## src/rtl/core/hcm_pkg.sv

```systemverilog
// Shared types, constants and helpers for the hotkey chord matcher.
package hcm_pkg;

   localparam int NUM_WORDS       = 4;
   localparam int WORD_W          = 24;
   localparam int CSR_IDX_W       = 2;
   localparam int DEF_NUM_BINDINGS = 4;
   localparam int DEF_HELD_DEPTH  = 8;
   localparam int QUEUE_DEPTH     = 2;
   localparam int QPTR_W          = $clog2(QUEUE_DEPTH);
   localparam int QCNT_W          = $clog2(QUEUE_DEPTH + 1);

   localparam logic [7:0] SC_CTRL   = 8'h1D;
   localparam logic [7:0] SC_ALT    = 8'h38;
   localparam logic [7:0] SC_LSHIFT = 8'h2A;
   localparam logic [7:0] SC_RSHIFT = 8'h36;
   localparam logic [7:0] SC_LMETA  = 8'h5B;
   localparam logic [7:0] SC_RMETA  = 8'h5C;

   localparam logic [1:0] ACT_UNSUPPORTED = 2'd3;

   typedef struct packed {
      logic [7:0] scan_code;
      logic       extended;
      logic [7:0] virtual_key;
      logic       is_down;
   } hcm_req_type;

   typedef struct packed {
      logic [1:0] binding_slot;
      logic [1:0] action_code;
      logic       pressed;
      logic       last;
   } hcm_rsp_type;

   typedef struct packed {
      logic       valid;
      logic [1:0] action;
      logic [3:0] mods;
      logic [7:0] vkey;
      logic       extended;
      logic [7:0] scan;
   } hcm_word_type;

   typedef struct packed {
      logic       valid;
      logic       extended;
      logic [7:0] scan;
   } hcm_key_type;

   typedef struct packed {
      logic [NUM_WORDS-1:0]      slot_mask;
      logic [NUM_WORDS-1:0][1:0] actions;
      logic                      pressed;
   } hcm_job_type;

   function automatic logic shared_scan(input logic [7:0] s);
      return s == 8'h1C || s == 8'h47 || s == 8'h48 || s == 8'h49 ||
             s == 8'h4B || s == 8'h4D || s == 8'h4F || s == 8'h50 ||
             s == 8'h51 || s == 8'h52 || s == 8'h53;
   endfunction

endpackage

```

## src/rtl/core/hcm_front.sv

```systemverilog
// Front end: accepts key events, tracks modifiers, held keys and active bindings, emits jobs.
module hcm_front import hcm_pkg::*; #(
   parameter int NUM_BINDINGS = DEF_NUM_BINDINGS,
   parameter int HELD_DEPTH   = DEF_HELD_DEPTH
) (
   input  logic                 clock,
   input  logic                 reset,
   input  logic                 req_valid,
   output logic                 req_ready,
   input  hcm_req_type          req_data,
   input  logic                 csr_wr_en,
   input  logic [CSR_IDX_W-1:0] csr_index,
   input  logic [WORD_W-1:0]    csr_wdata,
   input  logic                 job_ready,
   output logic                 job_valid,
   output hcm_job_type          job_data
);

   localparam int SLOTS  = (NUM_BINDINGS < NUM_WORDS) ? NUM_BINDINGS : NUM_WORDS;
   localparam int HIDX_W = $clog2(HELD_DEPTH);

   hcm_word_type            words_ff  [SLOTS];
   hcm_word_type            words_in  [SLOTS];
   hcm_key_type             held_ff   [HELD_DEPTH];
   hcm_key_type             held_in   [HELD_DEPTH];
   logic [7:0]              flags_ff, flags_in;
   logic [SLOTS-1:0]        active_ff, active_in;

   logic                    accept;
   logic                    is_mod;
   logic [2:0]              mod_bit;
   logic [3:0]              mods;
   logic [SLOTS-1:0]        match;
   logic [SLOTS-1:0]        cand;
   logic [SLOTS-1:0]        sel_oh;
   logic [SLOTS-1:0]        rel;
   logic                    any;
   logic                    held_hit;
   logic                    free_found;
   logic [HIDX_W-1:0]       free_idx;
   logic                    both;
   hcm_key_type             key_a, key_b;

   assign req_ready = job_ready;
   assign accept    = req_valid && req_ready;
   assign mods      = {|flags_ff[7:6], |flags_ff[5:4], |flags_ff[3:2], |flags_ff[1:0]};
   assign key_a     = '{valid: 1'b1, extended: req_data.extended, scan: req_data.scan_code};
   assign key_b     = '{valid: 1'b1, extended: ~req_data.extended, scan: req_data.scan_code};
   assign both      = shared_scan(req_data.scan_code);

   always_comb begin
      is_mod  = 1'b1;
      mod_bit = 3'd0;
      if (req_data.scan_code == SC_CTRL) begin
         mod_bit = req_data.extended ? 3'd1 : 3'd0;
      end else if (req_data.scan_code == SC_ALT) begin
         mod_bit = req_data.extended ? 3'd3 : 3'd2;
      end else if (!req_data.extended && req_data.scan_code == SC_LSHIFT) begin
         mod_bit = 3'd4;
      end else if (!req_data.extended && req_data.scan_code == SC_RSHIFT) begin
         mod_bit = 3'd5;
      end else if (req_data.extended && req_data.scan_code == SC_LMETA) begin
         mod_bit = 3'd6;
      end else if (req_data.extended && req_data.scan_code == SC_RMETA) begin
         mod_bit = 3'd7;
      end else begin
         is_mod = 1'b0;
      end
   end

   always_comb begin
      for (int i = 0; i < SLOTS; i++) begin
         match[i] = words_ff[i].valid && words_ff[i].action != ACT_UNSUPPORTED &&
                    words_ff[i].scan == req_data.scan_code &&
                    words_ff[i].extended == req_data.extended &&
                    (words_ff[i].vkey == 8'd0 || words_ff[i].vkey == req_data.virtual_key);
         cand[i]  = match[i] && words_ff[i].mods == mods;
      end
      any    = |match;
      sel_oh = cand & (~cand + SLOTS'(1));
      rel    = active_ff & match;
   end

   always_comb begin
      held_hit   = 1'b0;
      free_found = 1'b0;
      free_idx   = '0;
      for (int j = 0; j < HELD_DEPTH; j++) begin
         if (held_ff[j] == key_a) held_hit = 1'b1;
         if (!free_found && !held_ff[j].valid) begin
            free_found = 1'b1;
            free_idx   = HIDX_W'(j);
         end
      end
   end

   always_comb begin
      flags_in  = flags_ff;
      held_in   = held_ff;
      active_in = active_ff;
      words_in  = words_ff;
      job_valid = 1'b0;
      job_data  = '0;
      for (int i = 0; i < SLOTS; i++) begin
         job_data.actions[i] = words_ff[i].action;
      end
      if (accept) begin
         if (is_mod) begin
            flags_in[mod_bit] = req_data.is_down;
         end else if (!req_data.is_down) begin
            for (int j = 0; j < HELD_DEPTH; j++) begin
               if (held_ff[j] == key_a || (both && held_ff[j] == key_b)) held_in[j] = '0;
            end
            if (any && rel != '0) begin
               active_in          = active_ff & ~rel;
               job_valid          = 1'b1;
               job_data.slot_mask = NUM_WORDS'(rel);
               job_data.pressed   = 1'b0;
            end
         end else if (any && !held_hit) begin
            if (free_found) held_in[free_idx] = key_a;
            if (sel_oh != '0 && (sel_oh & active_ff) == '0) begin
               active_in          = active_ff | sel_oh;
               job_valid          = 1'b1;
               job_data.slot_mask = NUM_WORDS'(sel_oh);
               job_data.pressed   = 1'b1;
            end
         end
      end
      if (csr_wr_en) begin
         for (int i = 0; i < SLOTS; i++) begin
            if (csr_index == CSR_IDX_W'(i)) begin
               words_in[i]  = hcm_word_type'(csr_wdata);
               active_in[i] = 1'b0;
            end
         end
      end
   end

   always_ff @(posedge clock) begin
      if (reset) begin
         flags_ff  <= '0;
         active_ff <= '0;
         for (int j = 0; j < HELD_DEPTH; j++) held_ff[j] <= '0;
         for (int i = 0; i < SLOTS; i++) words_ff[i] <= '0;
      end else begin
         flags_ff  <= flags_in;
         active_ff <= active_in;
         held_ff   <= held_in;
         words_ff  <= words_in;
      end
   end

endmodule

```

## src/rtl/core/hcm_queue.sv

```systemverilog
// Short job queue between the front end and the result sequencer.
module hcm_queue import hcm_pkg::*; (
   input  logic        clock,
   input  logic        reset,
   input  logic        in_valid,
   output logic        in_ready,
   input  hcm_job_type in_data,
   output logic        out_valid,
   input  logic        out_ready,
   output hcm_job_type out_data
);

   hcm_job_type         mem_ff [QUEUE_DEPTH];
   logic [QPTR_W-1:0]   wr_ptr_ff, wr_ptr_in;
   logic [QPTR_W-1:0]   rd_ptr_ff, rd_ptr_in;
   logic [QCNT_W-1:0]   count_ff, count_in;
   logic                push, pop;

   assign in_ready  = count_ff != QCNT_W'(QUEUE_DEPTH);
   assign out_valid = count_ff != '0;
   assign out_data  = mem_ff[rd_ptr_ff];
   assign push      = in_valid && in_ready;
   assign pop       = out_valid && out_ready;

   always_comb begin
      wr_ptr_in = wr_ptr_ff;
      rd_ptr_in = rd_ptr_ff;
      count_in  = count_ff;
      if (push) begin
         wr_ptr_in = (wr_ptr_ff == QPTR_W'(QUEUE_DEPTH - 1)) ? '0 : wr_ptr_ff + QPTR_W'(1);
      end
      if (pop) begin
         rd_ptr_in = (rd_ptr_ff == QPTR_W'(QUEUE_DEPTH - 1)) ? '0 : rd_ptr_ff + QPTR_W'(1);
      end
      if (push && !pop) count_in = count_ff + QCNT_W'(1);
      else if (pop && !push) count_in = count_ff - QCNT_W'(1);
   end

   always_ff @(posedge clock) begin
      if (push) mem_ff[wr_ptr_ff] <= in_data;
   end

   always_ff @(posedge clock) begin
      if (reset) begin
         wr_ptr_ff <= '0;
         rd_ptr_ff <= '0;
         count_ff  <= '0;
      end else begin
         wr_ptr_ff <= wr_ptr_in;
         rd_ptr_ff <= rd_ptr_in;
         count_ff  <= count_in;
      end
   end

endmodule

```

## src/rtl/core/hcm_back.sv

```systemverilog
// Result sequencer: walks a job's slot mask in slot order, one result beat per cycle unless rsp_ready holds the output.
module hcm_back import hcm_pkg::*; (
   input  logic        clock,
   input  logic        reset,
   input  logic        job_valid,
   output logic        job_ready,
   input  hcm_job_type job_data,
   output logic        rsp_valid,
   input  logic        rsp_ready,
   output hcm_rsp_type rsp_data
);

   logic                 busy_ff, busy_in;
   hcm_job_type          cur_ff, cur_in;
   logic                 rsp_valid_ff, rsp_valid_in;
   hcm_rsp_type          rsp_ff, rsp_in;
   logic [NUM_WORDS-1:0] low_oh;
   logic [NUM_WORDS-1:0] rest;
   logic [1:0]           slot;
   logic [1:0]           act;
   logic                 emit, finish;

   assign rsp_valid = rsp_valid_ff;
   assign rsp_data  = rsp_ff;

   always_comb begin
      low_oh = cur_ff.slot_mask & (~cur_ff.slot_mask + NUM_WORDS'(1));
      rest   = cur_ff.slot_mask & ~low_oh;
      slot   = '0;
      act    = '0;
      for (int i = 0; i < NUM_WORDS; i++) begin
         if (low_oh[i]) begin
            slot = 2'(i);
            act  = cur_ff.actions[i];
         end
      end
      emit      = busy_ff && (!rsp_valid_ff || rsp_ready);
      finish    = emit && rest == '0;
      job_ready = !busy_ff || finish;

      busy_in      = busy_ff;
      cur_in       = cur_ff;
      rsp_valid_in = rsp_valid_ff && !rsp_ready;
      rsp_in       = rsp_ff;
      if (emit) begin
         rsp_valid_in = 1'b1;
         rsp_in       = '{binding_slot: slot, action_code: act,
                          pressed: cur_ff.pressed, last: rest == '0};
         cur_in.slot_mask = rest;
      end
      if (job_valid && job_ready) begin
         busy_in = 1'b1;
         cur_in  = job_data;
      end else if (finish) begin
         busy_in = 1'b0;
      end
   end

   always_ff @(posedge clock) begin
      cur_ff <= cur_in;
      rsp_ff <= rsp_in;
   end

   always_ff @(posedge clock) begin
      if (reset) begin
         busy_ff      <= 1'b0;
         rsp_valid_ff <= 1'b0;
      end else begin
         busy_ff      <= busy_in;
         rsp_valid_ff <= rsp_valid_in;
      end
   end

endmodule

```

## src/rtl/core/hotkey_chord_matcher_top.sv

```systemverilog
// Top level of the hotkey chord matcher.
//
// req_* takes one key event per beat (scan code, extended flag, virtual key,
// down/up). rsp_* gives the resulting chord changes, one binding per beat,
// in slot order, with last set on the final beat of an event. Modifier keys,
// repeats of held keys and unbound keys give no beat at all.
// csr_* writes binding words (index 0..3); writing one clears its active bit.
// An event's results pass through the job queue, the sequencer's job register and its output register.
// Throughput: one event per cycle into the front end while req_ready is high;
// the sequencer emits one result beat per cycle unless rsp_ready holds it.
// A two-entry job queue sits between front end and sequencer; when rsp_ready
// is low the output register holds, the queue fills and req_ready drops.
// Reset clears modifier flags, held keys, active bits, binding words and
// all queued work; req_ready is high as soon as reset is released.
module hotkey_chord_matcher_top import hcm_pkg::*; #(
   parameter int NUM_BINDINGS = DEF_NUM_BINDINGS,
   parameter int HELD_DEPTH   = DEF_HELD_DEPTH
) (
   input  logic                 clock,
   input  logic                 reset,
   input  logic                 req_valid,
   output logic                 req_ready,
   input  hcm_req_type          req_data,
   output logic                 rsp_valid,
   input  logic                 rsp_ready,
   output hcm_rsp_type          rsp_data,
   input  logic                 csr_wr_en,
   input  logic [CSR_IDX_W-1:0] csr_index,
   input  logic [WORD_W-1:0]    csr_wdata
);

   logic        fq_valid, fq_ready;
   hcm_job_type fq_data;
   logic        qb_valid, qb_ready;
   hcm_job_type qb_data;

   hcm_front #(
      .NUM_BINDINGS (NUM_BINDINGS),
      .HELD_DEPTH   (HELD_DEPTH)
   ) u_front (
      .clock     (clock),
      .reset     (reset),
      .req_valid (req_valid),
      .req_ready (req_ready),
      .req_data  (req_data),
      .csr_wr_en (csr_wr_en),
      .csr_index (csr_index),
      .csr_wdata (csr_wdata),
      .job_ready (fq_ready),
      .job_valid (fq_valid),
      .job_data  (fq_data)
   );

   hcm_queue u_queue (
      .clock     (clock),
      .reset     (reset),
      .in_valid  (fq_valid),
      .in_ready  (fq_ready),
      .in_data   (fq_data),
      .out_valid (qb_valid),
      .out_ready (qb_ready),
      .out_data  (qb_data)
   );

   hcm_back u_back (
      .clock     (clock),
      .reset     (reset),
      .job_valid (qb_valid),
      .job_ready (qb_ready),
      .job_data  (qb_data),
      .rsp_valid (rsp_valid),
      .rsp_ready (rsp_ready),
      .rsp_data  (rsp_data)
   );

endmodule
```

## config.mk

```make
export PLATFORM = sky130hd
export DESIGN_NAME = hotkey_chord_matcher_top
export DESIGN_NICKNAME = d
export VERILOG_FILES = /design/src/rtl/core/hcm_pkg.sv /design/src/rtl/core/hcm_front.sv /design/src/rtl/core/hcm_queue.sv /design/src/rtl/core/hcm_back.sv /design/src/rtl/core/hotkey_chord_matcher_top.sv
export SDC_FILE = /design/constraint.sdc
export NUM_CORES = 1
export LEC_CHECK = 0
export ABC_AREA = 0
export BUFFER_PORTS_ARGS = -buffer_cell sky130_fd_sc_hd__buf_4
export CAP_MARGIN = 20
export CORE_MARGIN = 3
export CORE_UTILIZATION = 50
export DETAILED_ROUTE_END_ITERATION = 8
export PLACE_DENSITY_LB_ADDON = 0.25
export REMOVE_ABC_BUFFERS = 1
export SLEW_MARGIN = 5
export SYNTH_ARGS = -nofsm -noshare
export SYNTH_HDL_FRONTEND = slang
export SYNTH_SLANG_ARGS = --single-unit
```

## constraint.sdc

```tcl
create_clock -name clock -period 10.2 [get_ports clock]
set_input_delay 2.04 -clock clock [delete_from_list [all_inputs] [get_ports clock]]
set_output_delay 2.04 -clock clock [all_outputs]
set_load 0.02 [all_outputs]
```

==> run_results.csv, run 1 <==
group,metric,value,unit
status,outcome,"finished clean",
critical_path,cp_max_fo,10,
yosys,synthArstFlopShare,0,%
sta,drv_slew,0,
sta,setup_viol_count_final,0,
critical_path,start_kind,"input pin",
yosys,synth_top_area_share,32.6,%
placed_design,gp_congestion,0.895,
global_route,grt_antenna_before_repair,0,
yosys,netlist_area,0.0120,mm²
finish,layout-drive-gt1-share,11.4,%
global_route,grt_max_degree,72,
placed_design,dp.cells,1621,
die,start_util,51.9,%
pwr,internal-power,1.54,mW
placed_design,hpwlAfterDp,20700,µm
finish,final_cells,1668,
pwr,comb_power_share,8.3,%
sta,hold_violations,0,
global_route,globalRouteOverflowTotal,0,
finish,nets,1386,
critical_path,arrival,5280,ps
pwr,clkPwrFrac,43.4,%
sta,finalCritPeriodShare,47.4,%
yosys,synth.avg_cell_area,9.01,µm²
finish,final_cell_area,0.0132,mm²
yosys,synthDistinctLibCells,76,
die,chipWidth,161,µm
yosys,synth_area_leaders,"dfxtp_1, edfxtp_1, nand2_1, xnor2_1, mux2i_1",
clock_tree,post_cts_buffers,0,
pwr,netSwitchingPower,0.500,mW
finish,final_common_cell,"nand2_1",
sta,finalCriticalPeriod,4840,ps
clock_tree,numCtsBuffers,25,
clock_tree,hold_buffers,0,
route,drcViolationCount,0,
yosys,synth_ff_type,"dfxtp_1",
placed_design,io_buffers,56,
clock_tree,clk-insertion-delay-late,530,ps
yosys,synth-seq-cells,240,
global_route,grt_pass1_vias,9034,
pwr,peakVddDrop,0.000130,V
critical_path,cp-end-kind,"flop",
pwr,sequentialPowerShare,48.3,%
clock_tree,cts_resized,0,
sta,finalSetupTns,0,ps
finish,area_delta_synth_final,10.5,%
route,ant_nets,0,
pwr,p_total,2.04,mW
yosys,syn_inst,1329,
sta,tightest_slew,970,ps
route,drt-vias-per-instance,5.61,
worst_hold_path,hold_path.class,"reg2reg",
pwr,power_density,154,mW/mm²
yosys,synth-edff-count,45,
clock_tree,cts.clk_slew.worst_paths,60,ps
route,drt_iter0_drc,653,
pwr,leakagePower,4.44,nW
die,die_area,0.0258,mm²
pwr,p_sw_share,24.5,%
yosys,ys_seq_area_share,43.9,%
global_route,grt_pass1_wl,48800,µm
die,die_h,161,µm
clock_tree,clock_path_buffers,3,
die,core_area,0.0231,mm²
clock_tree,htree_levels,1,
critical_path,cp.required,10650,ps
sta,maxClockFrequency,207,MHz
yosys,synth_top_area_cell,"dfxtp_1",
clock_tree,clockRootBuffer,"clkbuf_16",
finish,insertedDiodeCount,0,
placed_design,postPlaceCellArea,0.0124,mm²
clock_tree,clock_sinks,240,
route,routedWlPerCell,18.0,µm
route,firstDrtPassIters,7,
sta,maxSlewHeadroom,35.0,%
die,io_pins,57,
finish,fill_cells,2052,
die,rows,55,
sta,rsz0062_at_grt,"false",
route,dr_total_vias,9353,
critical_path,critPathKind,"in2reg",
clock_tree,tritoncts,"yes",
flow_run,maxCapViolations,0,
finish,mostFrequentLayoutCells,"nand2_1, dfxtp_1, xnor2_1, a21oi_1, mux2i_1",
yosys,yosys_warnings,0,
sta,clock_skew,14.6,ps
route,wl,30000,µm
global_route,grt_usage,23.1,%
## worst max-delay path, stage by stage
cell     delay [ps]
buf_4           140
xnor2_1         140
nand4_1         110
o21ai_0         730
nand4_1         220
and4_1          250
or4_4           550
nor4_4          810
mux2i_1         280
## synthesized netlist by cell type, types with 4 or more instances
cell,count
nand2_1,326
dfxtp_1,195
xnor2_1,138
a21oi_1,112
mux2i_1,83
clkbuf_1,48
edfxtp_1,45
nor2_1,39
nand4_1,36
nor4_1,27
nand3_1,26
xor2_1,22
o21ai_0,20
nand2b_1,17
nor3_1,16
buf_1,12
buf_6,12
inv_1,12
mux2_2,9
buf_4,8
and2_1,5
buf_2,5
o211ai_1,5
or3_1,5
a211oi_1,4
a31oi_1,4
a31oi_2,4
and3_1,4
nand3b_1,4
nor2b_1,4
nor4_2,4
nor4b_1,4
or3b_2,4
## power groups by stage
stage	logic [mW]	registers, mW	clock network (mW)
6_report	0.169	0.986	0.888
5_1_grt	0.184	0.987	0.945
4_1_cts	0.168	0.986	0.902
3_5_place_dp	0.167	1.01	0
3_3_place_gp	0.164	1.01	0
2_1_floorplan	0.0886	1.00	0
## logic make-up after synthesis
| kind of cell | share of synthesized area [%] |
|---|---|
| and+or+nand+nor | 21.9 |
| DFF | 43.9 |
| AOI/OAI and AO/OA | 10.1 |
| xor gates and xnor gates | 11.7 |
| buffers and inverters | 4.39 |
| muxes | 7.79 |
| adders and majority gates | 0.188 |
## registers in the layout, summed over array words and instances (netlist names), named ones only
signal	cells
u_back.rsp_valid	1
u_queue.rd_ptr_ff	1
u_front.active_ff	4
u_back.busy_ff	1
u_queue.count_ff	2
u_back.cur_ff	13
u_queue.wr_ptr_ff	1
u_front.words_ff	88
u_front.held_ff	80
u_front.flags_ff	8
u_front.job_data	8
u_back.rsp_data	6
u_queue.mem_ff	26
## path summary, 6_finish.rpt
kind         slack, ps  cells past startpoint                          endpoint                         startpoint
max               5360                      9  u_front.held_ff[14]$_SDFFE_PP0P_                        req_data[8]
min                430                      0      u_back.rsp_data[1]$_DFFE_PP_         u_back.cur_ff[0]$_DFFE_PP_
max reg2reg       6620                      8  u_front.held_ff[14]$_SDFFE_PP0P_  u_front.words_ff[63]$_SDFFE_PP0P_
min reg2reg        430                      0      u_back.rsp_data[1]$_DFFE_PP_         u_back.cur_ff[0]$_DFFE_PP_
## layout make-up
cell class / instances / area (µm²) / area share [%]
sequential: 240 / 5260 / 39.7
clock buffer: 33 / 696 / 5.26
clock inverter: 13 / 105 / 0.794
multi-input combinational: 990 / 6200 / 46.9
timing repair buffer: 67 / 534 / 4.04
tap: 313 / 392 / 2.96
inverter: 12 / 45.0 / 0.340
## metrics by stage
step	hold slack (ps)	setup slack, ps	util [%]
after floorplan	400	5130	-
after global placement	404	4910	53.7
after detailed placement	416	4850	53.9
after CTS	430	5400	57.3
after global routing	437	5100	57.4
final	425	5360	57.4
## routing by layer
layer	global-route usage, %	vias to the layer above	wire (µm)	share of wire (%)
met4	5.08	0	399	1.3
met5	0	-	0	0
met3	3.61	31	2150	7.2
met2	36.2	296	13400	44
met1	33.8	4432	14100	47
li1	-	4594	-	-
No activity file was read; power rests on OpenSTA's default activity.
==> inputs of run 2 (changes only) <==
==> constraint.sdc (replaced) <==
create_clock -name clock -period 4 [get_ports clock]
set_input_delay 0.8 -clock clock [delete_from_list [all_inputs] [get_ports clock]]
set_output_delay 0.8 -clock clock [all_outputs]
set_load 0.02 [all_outputs]
==> run_results.csv, run 2 (synthesized netlist as in run 1, its figures left out) <==
group,metric,value,unit
placed_design,dp_slack,166,ps
die,die_h,161,µm
finish,final_cells,1706,
finish,layout-drive-gt1-share,14.0,%
finish,insertedDiodeCount,0,
die,start_util,51.9,%
critical_path,cpPeakStageDelay,650,ps
clock_tree,cts.clk_slew.worst_paths,60,ps
finish,largest_reg_flops,88,
clock_tree,clk-insertion-delay-late,550,ps
global_route,grt_antenna_before_repair,0,
worst_hold_path,hold_path.class,"reg2reg",
critical_path,critPathKind,"reg2reg",
route,routedWlPerCell,18.5,µm
critical_path,cp.required,4470,ps
die,chipWidth,161,µm
pwr,power_density,401,mW/mm²
sta,maxClockFrequency,282,MHz
clock_tree,cts_resized,0,
placed_design,io_buffers,56,
sta,layout_setup_ws,456,ps
critical_path,crit_top_cell,"a21oi_1",
sta,finalCritPeriodShare,88.6,%
critical_path,path_buf_inv,0,
sta,rsz0062_at_grt,"false",
critical_path,timing.rr.start,"u_front.flags_ff[7]$_SDFFE_PP0P_",
finish,final_core_util,59.0,%
clock_tree,numCtsBuffers,26,
route,drt_iter0_drc,859,
critical_path,crit_chain,"nor2_1, xnor2_1, nor4_1, and3_1, a2111oi_1, a21oi_1, and2_1, or2_1, ha_1, xor2_1, or3_1, a21oi_1",
flow_run,maxCapViolations,0,
clock_tree,hold_buffers,0,
sta,tightest_slew,809,ps
sta,setup_viol_count_final,0,
sta,drv_slew,0,
sta,hold_slack,448,ps
critical_path,critPathSlowestCell,"a2111oi_1",
clock_tree,clockRootBuffer,"clkbuf_16",
finish,final_cell_area,0.0136,mm²
route,drt-vias-per-instance,5.62,
finish,final_common_cell,"nand2_1",
clock_tree,clock_path_buffers,3,
critical_path,cp-startpoint,"u_front.flags_ff[7]$_SDFFE_PP0P_",
clock_tree,htree_levels,1,
critical_path,arrival,4010,ps
critical_path,start_kind,"flop",
finish,area_delta_synth_final,13.6,%
finish,nets,1425,
clock_tree,tritoncts,"yes",
finish,mostFrequentLayoutCells,"nand2_1, dfxtp_1, xnor2_1, a21oi_1, buf_4",
pwr,peakVddDrop,0.000312,V
finish,reg_top3,"u_front.words_ff (88), u_front.held_ff (80), u_queue.mem_ff (26)",
global_route,globalRouteOverflowTotal,0,
die,die_area,0.0258,mm²
placed_design,dp.cells,1658,
finish,largest_register,"u_front.words_ff",
sta,clock_skew,16.2,ps
status,outcome,"finished clean",
worst_hold_path,worstHoldStart,"u_back.cur_ff[0]$_DFFE_PP_",
die,rows,55,
critical_path,crit_family,"simple AND/OR/NAND/NOR gates",
critical_path,cp-end-kind,"flop",
placed_design,gp_congestion,0.916,
die,io_pins,57,
placed_design,hpwlAfterDp,22100,µm
sta,hold_violations,0,
placed_design,postPlaceCellArea,0.0127,mm²
sta,finalSetupTns,0,ps
die,core_area,0.0231,mm²
route,wl,31500,µm
route,dr_total_vias,9584,
global_route,grt_max_degree,58,
global_route,grt_pass1_wl,50500,µm
route,ant_nets,0,
sta,maxSlewHeadroom,46.0,%
pwr,leakagePower,4.66,nW
clock_tree,clock_sinks,240,
pwr,p_total,5.45,mW
global_route,grt_usage,24.0,%
route,drcViolationCount,0,
critical_path,cp_max_fo,6,
sta,finalCriticalPeriod,3540,ps
global_route,grt_pass1_vias,9482,
clock_tree,post_cts_buffers,0,
route,firstDrtPassIters,5,
==> run 2: changes by cell type in the layout (fill, tap and decap cells not counted), sizes merged <==
cell,previous run,this run
bufinv,1,2
clkinvlp,3,4
buf,67,105
clkinv,7,6
clkbuf,33,32
==> run 2: worst reg2reg max path, stage by stage, from the launching register on <==
cell,delay [ps]
dfxtp_1,310
nor2_1,470
xnor2_1,200
nor4_1,90
and3_1,260
a2111oi_1,650
a21oi_1,220
and2_1,240
or2_1,240
ha_1,200
xor2_1,140
or3_1,300
a21oi_1,160
==> run 2: metal layers <==
layer / track usage, % / share of wire [%] / up-vias
met1: 33.9 / 47 / 4523
met3: 3.46 / 6.6 / 67
li1: - / - / 4674
met5: 0 / 0 / -
met4: 7.59 / 2.6 / 0
met2: 38.1 / 44 / 320
==> run 2: final timing paths <==
check                                           to  slack (ps)  depth (start not counted)
setup / recovery  u_queue.count_ff[1]$_SDFFE_PP0P_         460                         12
hold / removal        u_back.rsp_data[1]$_DFFE_PP_         450                          0
setup reg to reg  u_queue.count_ff[1]$_SDFFE_PP0P_         460                         12
hold reg to reg       u_back.rsp_data[1]$_DFFE_PP_         450                          0
==> run 2: area by class of cell <==
type / count / area (µm²)
inverters: 12 / 45.0
clock buffers: 32 / 736
multi-input cells: 990 / 6200
flip-flops and latches: 240 / 5260
fillers: 2058 / 9450
well taps: 313 / 392
repair buffers: 105 / 816
clock inverters: 14 / 153
==> run 2: power by group <==
part           leakage (nW)  switching [mW]  internal, mW
registers              1.99          0.0280          2.49
logic                  2.24           0.286         0.171
clock network         0.426            1.03          1.45
==> inputs of run 3 (changes only) <==
--- a/config.mk
+++ b/config.mk
@@ -12,8 +12,8 @@
 export CORE_UTILIZATION = 50
 export DETAILED_ROUTE_END_ITERATION = 8
 export PLACE_DENSITY_LB_ADDON = 0.25
-export REMOVE_ABC_BUFFERS = 1
 export SLEW_MARGIN = 5
 export SYNTH_ARGS = -nofsm -noshare
 export SYNTH_HDL_FRONTEND = slang
+export SYNTH_HIERARCHICAL = 1
 export SYNTH_SLANG_ARGS = --single-unit
==> run_results.csv, run 3 <==
group,metric,value,unit
finish,nets,1425,
global_route,grt_pass1_vias,9117,
global_route,grt_use_met2,36.3,%
pwr,p_total,5.21,mW
yosys,ys_seq_area_share,44.4,%
finish,final_cell_area,0.0133,mm²
clock_tree,clock_path_buffers,3,
die,core_area,0.0229,mm²
die,rows,55,
route,drcViolationCount,0,
finish,final_common_cell,"nand2_1",
route,ant_nets,0,
yosys,synthDistinctLibCells,71,
placed_design,hpwlAfterDp,21000,µm
die,die_h,160,µm
die,die_area,0.0255,mm²
global_route,grt_antenna_before_repair,0,
yosys,syn_inst,1350,
global_route,met3_usage,2.88,%
route,wl,30300,µm
clock_tree,tritoncts,"yes",
yosys,synth_top_area_share,33.0,%
clock_tree,numCtsBuffers,25,
global_route,grt_max_degree,88,
critical_path,crit_chain,"buf_4, or3b_2, a2111o_1, nand4b_1, a311oi_1, and3b_1, nand3_1, o22ai_1, and2_1, ha_1, or3_1, a21oi_1",
placed_design,postPlaceCellArea,0.0125,mm²
status,outcome,"finished clean",
flow_run,maxCapViolations,0,
yosys,synth_area_leaders,"dfxtp_1, edfxtp_1, nand2_1, xnor2_1, mux2i_1",
clock_tree,clock_sinks,240,
placed_design,gp_congestion,0.922,
placed_design,io_buffers,56,
route,drt_iter0_drc,813,
sta,maxClockFrequency,297,MHz
global_route,globalRouteOverflowTotal,0,
yosys,synth.avg_cell_area,8.76,µm²
sta,hold_violations,0,
worst_hold_path,hold_path.class,"reg2reg",
finish,mostFrequentLayoutCells,"nand2_1, dfxtp_1, xnor2_1, a21oi_1, buf_4",
pwr,power_density,392,mW/mm²
critical_path,arrival,3820,ps
yosys,synth_commonest_cells,"nand2_1, dfxtp_1, xnor2_1",
finish,largest_reg_flops,88,
sta,finalCriticalPeriod,3360,ps
pwr,leakagePower,4.91,nW
critical_path,critPathKind,"in2reg",
yosys,synthArstFlopShare,0,%
sta,finalSetupTns,0,ps
finish,reg_top3,"u_front/words_ff (88), u_front/held_ff (80), u_queue/mem_ff (26)",
yosys,yosys_warnings,6,
global_route,grt_pass1_wl,48700,µm
die,chipWidth,160,µm
sta,tightest_slew,907,ps
yosys,synth_top_area_cell,"dfxtp_1",
die,io_pins,57,
yosys,synth_ff_type,"dfxtp_1",
yosys,synth-seq-cells,240,
route,dr_total_vias,9722,
finish,largest_register,"u_front/words_ff",
finish,layout-drive-gt1-share,12.0,%
yosys,netlist_area,0.0118,mm²
clock_tree,clk-insertion-delay-late,540,ps
sta,maxSlewHeadroom,39.5,%
route,drt-vias-per-instance,5.70,
global_route,busiest_layer,"met2",
yosys,synth-edff-count,45,
global_route,grt_usage,23.0,%
global_route,met1_usage,33.6,%
finish,insertedDiodeCount,0,
critical_path,cp.required,4460,ps
clock_tree,cts_resized,0,
critical_path,critPathSlowestCell,"a2111o_1",
sta,rsz0062_at_grt,"false",
clock_tree,clockRootBuffer,"clkbuf_16",
route,routedWlPerCell,17.8,µm
critical_path,start_kind,"input pin",
yosys,yosys.cell_count.top_type,"nand2_1",
yosys,synth_fp_nets,1400,
critical_path,cp_max_fo,15,
critical_path,cpPeakStageDelay,500,ps
clock_tree,htree_levels,1,
finish,area_delta_synth_final,12.5,%
sta,clock_skew,15.9,ps
critical_path,cp-end-kind,"flop",
clock_tree,cts.clk_slew.worst_paths,60,ps
sta,finalCritPeriodShare,84.1,%
pwr,peakVddDrop,0.000246,V
finish,final_cells,1706,
die,start_util,51.6,%
clock_tree,hold_buffers,0,
sta,setup_viol_count_final,0,
clock_tree,post_cts_buffers,0,
route,firstDrtPassIters,5,
sta,drv_slew,0,
placed_design,dp.cells,1658,
run 3: cell count changes after synthesis, sizes merged, moves of 5 or more:
cell    change
mux2i      -13
nand2b      -9
nand3       +7
buf         +5
a31oi      +11
nor3        +7
nor4        -8
run 3: metal layers:
| metal | vias up | wire (µm) | share of wire, % |
|---|---|---|---|
| met3 | 56 | 2000 | 6.6 |
| li1 | 4719 | - | - |
| met4 | 0 | 693 | 2.3 |
| met2 | 329 | 13600 | 45 |
| met5 | - | 0 | 0 |
| met1 | 4618 | 14100 | 46 |
run 3: worst max-delay path, delay by kind of cell:
family / cells / cell delay [ps]
AOI/OAI and AO/OA: 4 / 840
adders and majority gates: 1 / 330
buffers and inverters: 1 / 210
and+or+nand+nor: 6 / 1640
run 3: final cells by class:
class / count / area (µm²)
Tap cell: 313 / 392
Fill cell: 2008 / 9600
Clock buffer: 34 / 659
Inverter: 13 / 48.8
Sequential cell: 240 / 5260
Clock inverter: 11 / 128
Timing Repair Buffer: 91 / 726
Multi-Input combinational cell: 1004 / 6100
run 3: worst paths after layout:
check                                         from                                to  slack (ps)  cells past startpoint
hold / removal          u_back/cur_ff[0]$_DFFE_PP_      u_back/rsp_data[1]$_DFFE_PP_         420                      0
hold reg to reg         u_back/cur_ff[0]$_DFFE_PP_      u_back/rsp_data[1]$_DFFE_PP_         420                      0
setup / recovery                      req_data[13]  u_queue/count_ff[1]$_SDFFE_PP0P_         640                     12
setup reg to reg  u_front/flags_ff[1]$_SDFFE_PP0P_  u_queue/count_ff[1]$_SDFFE_PP0P_         800                     11
run 3: where the power goes:
group          switching [mW]  total, mW  internal [mW]
clock                   0.963       2.26           1.29
combinational           0.271      0.439          0.168
sequential             0.0284       2.51           2.49
run 3: cells by family after synthesis:
| logic type | synth area share (%) |
|---|---|
| and+or+nand+nor | 22.0 |
| DFF | 44.4 |
| AOI/OAI and AO/OA | 10.4 |
| xor gates and xnor gates | 11.8 |
| buffers and inverters | 4.07 |
| muxes | 7.16 |
| adders and majority gates | 0.201 |
run 3: per-stage QoR:
stage / hold slack [ps] / setup slack, ps / util [%]
6_report: 423 / 637 / 58.1
5_1_grt: 447 / 387 / 58.1
4_1_cts: 424 / 687 / 57.8
3_5_place_dp: 405 / 133 / 54.4
3_3_place_gp: 404 / 177 / 54.3
2_1_floorplan: 400 / 344 / -
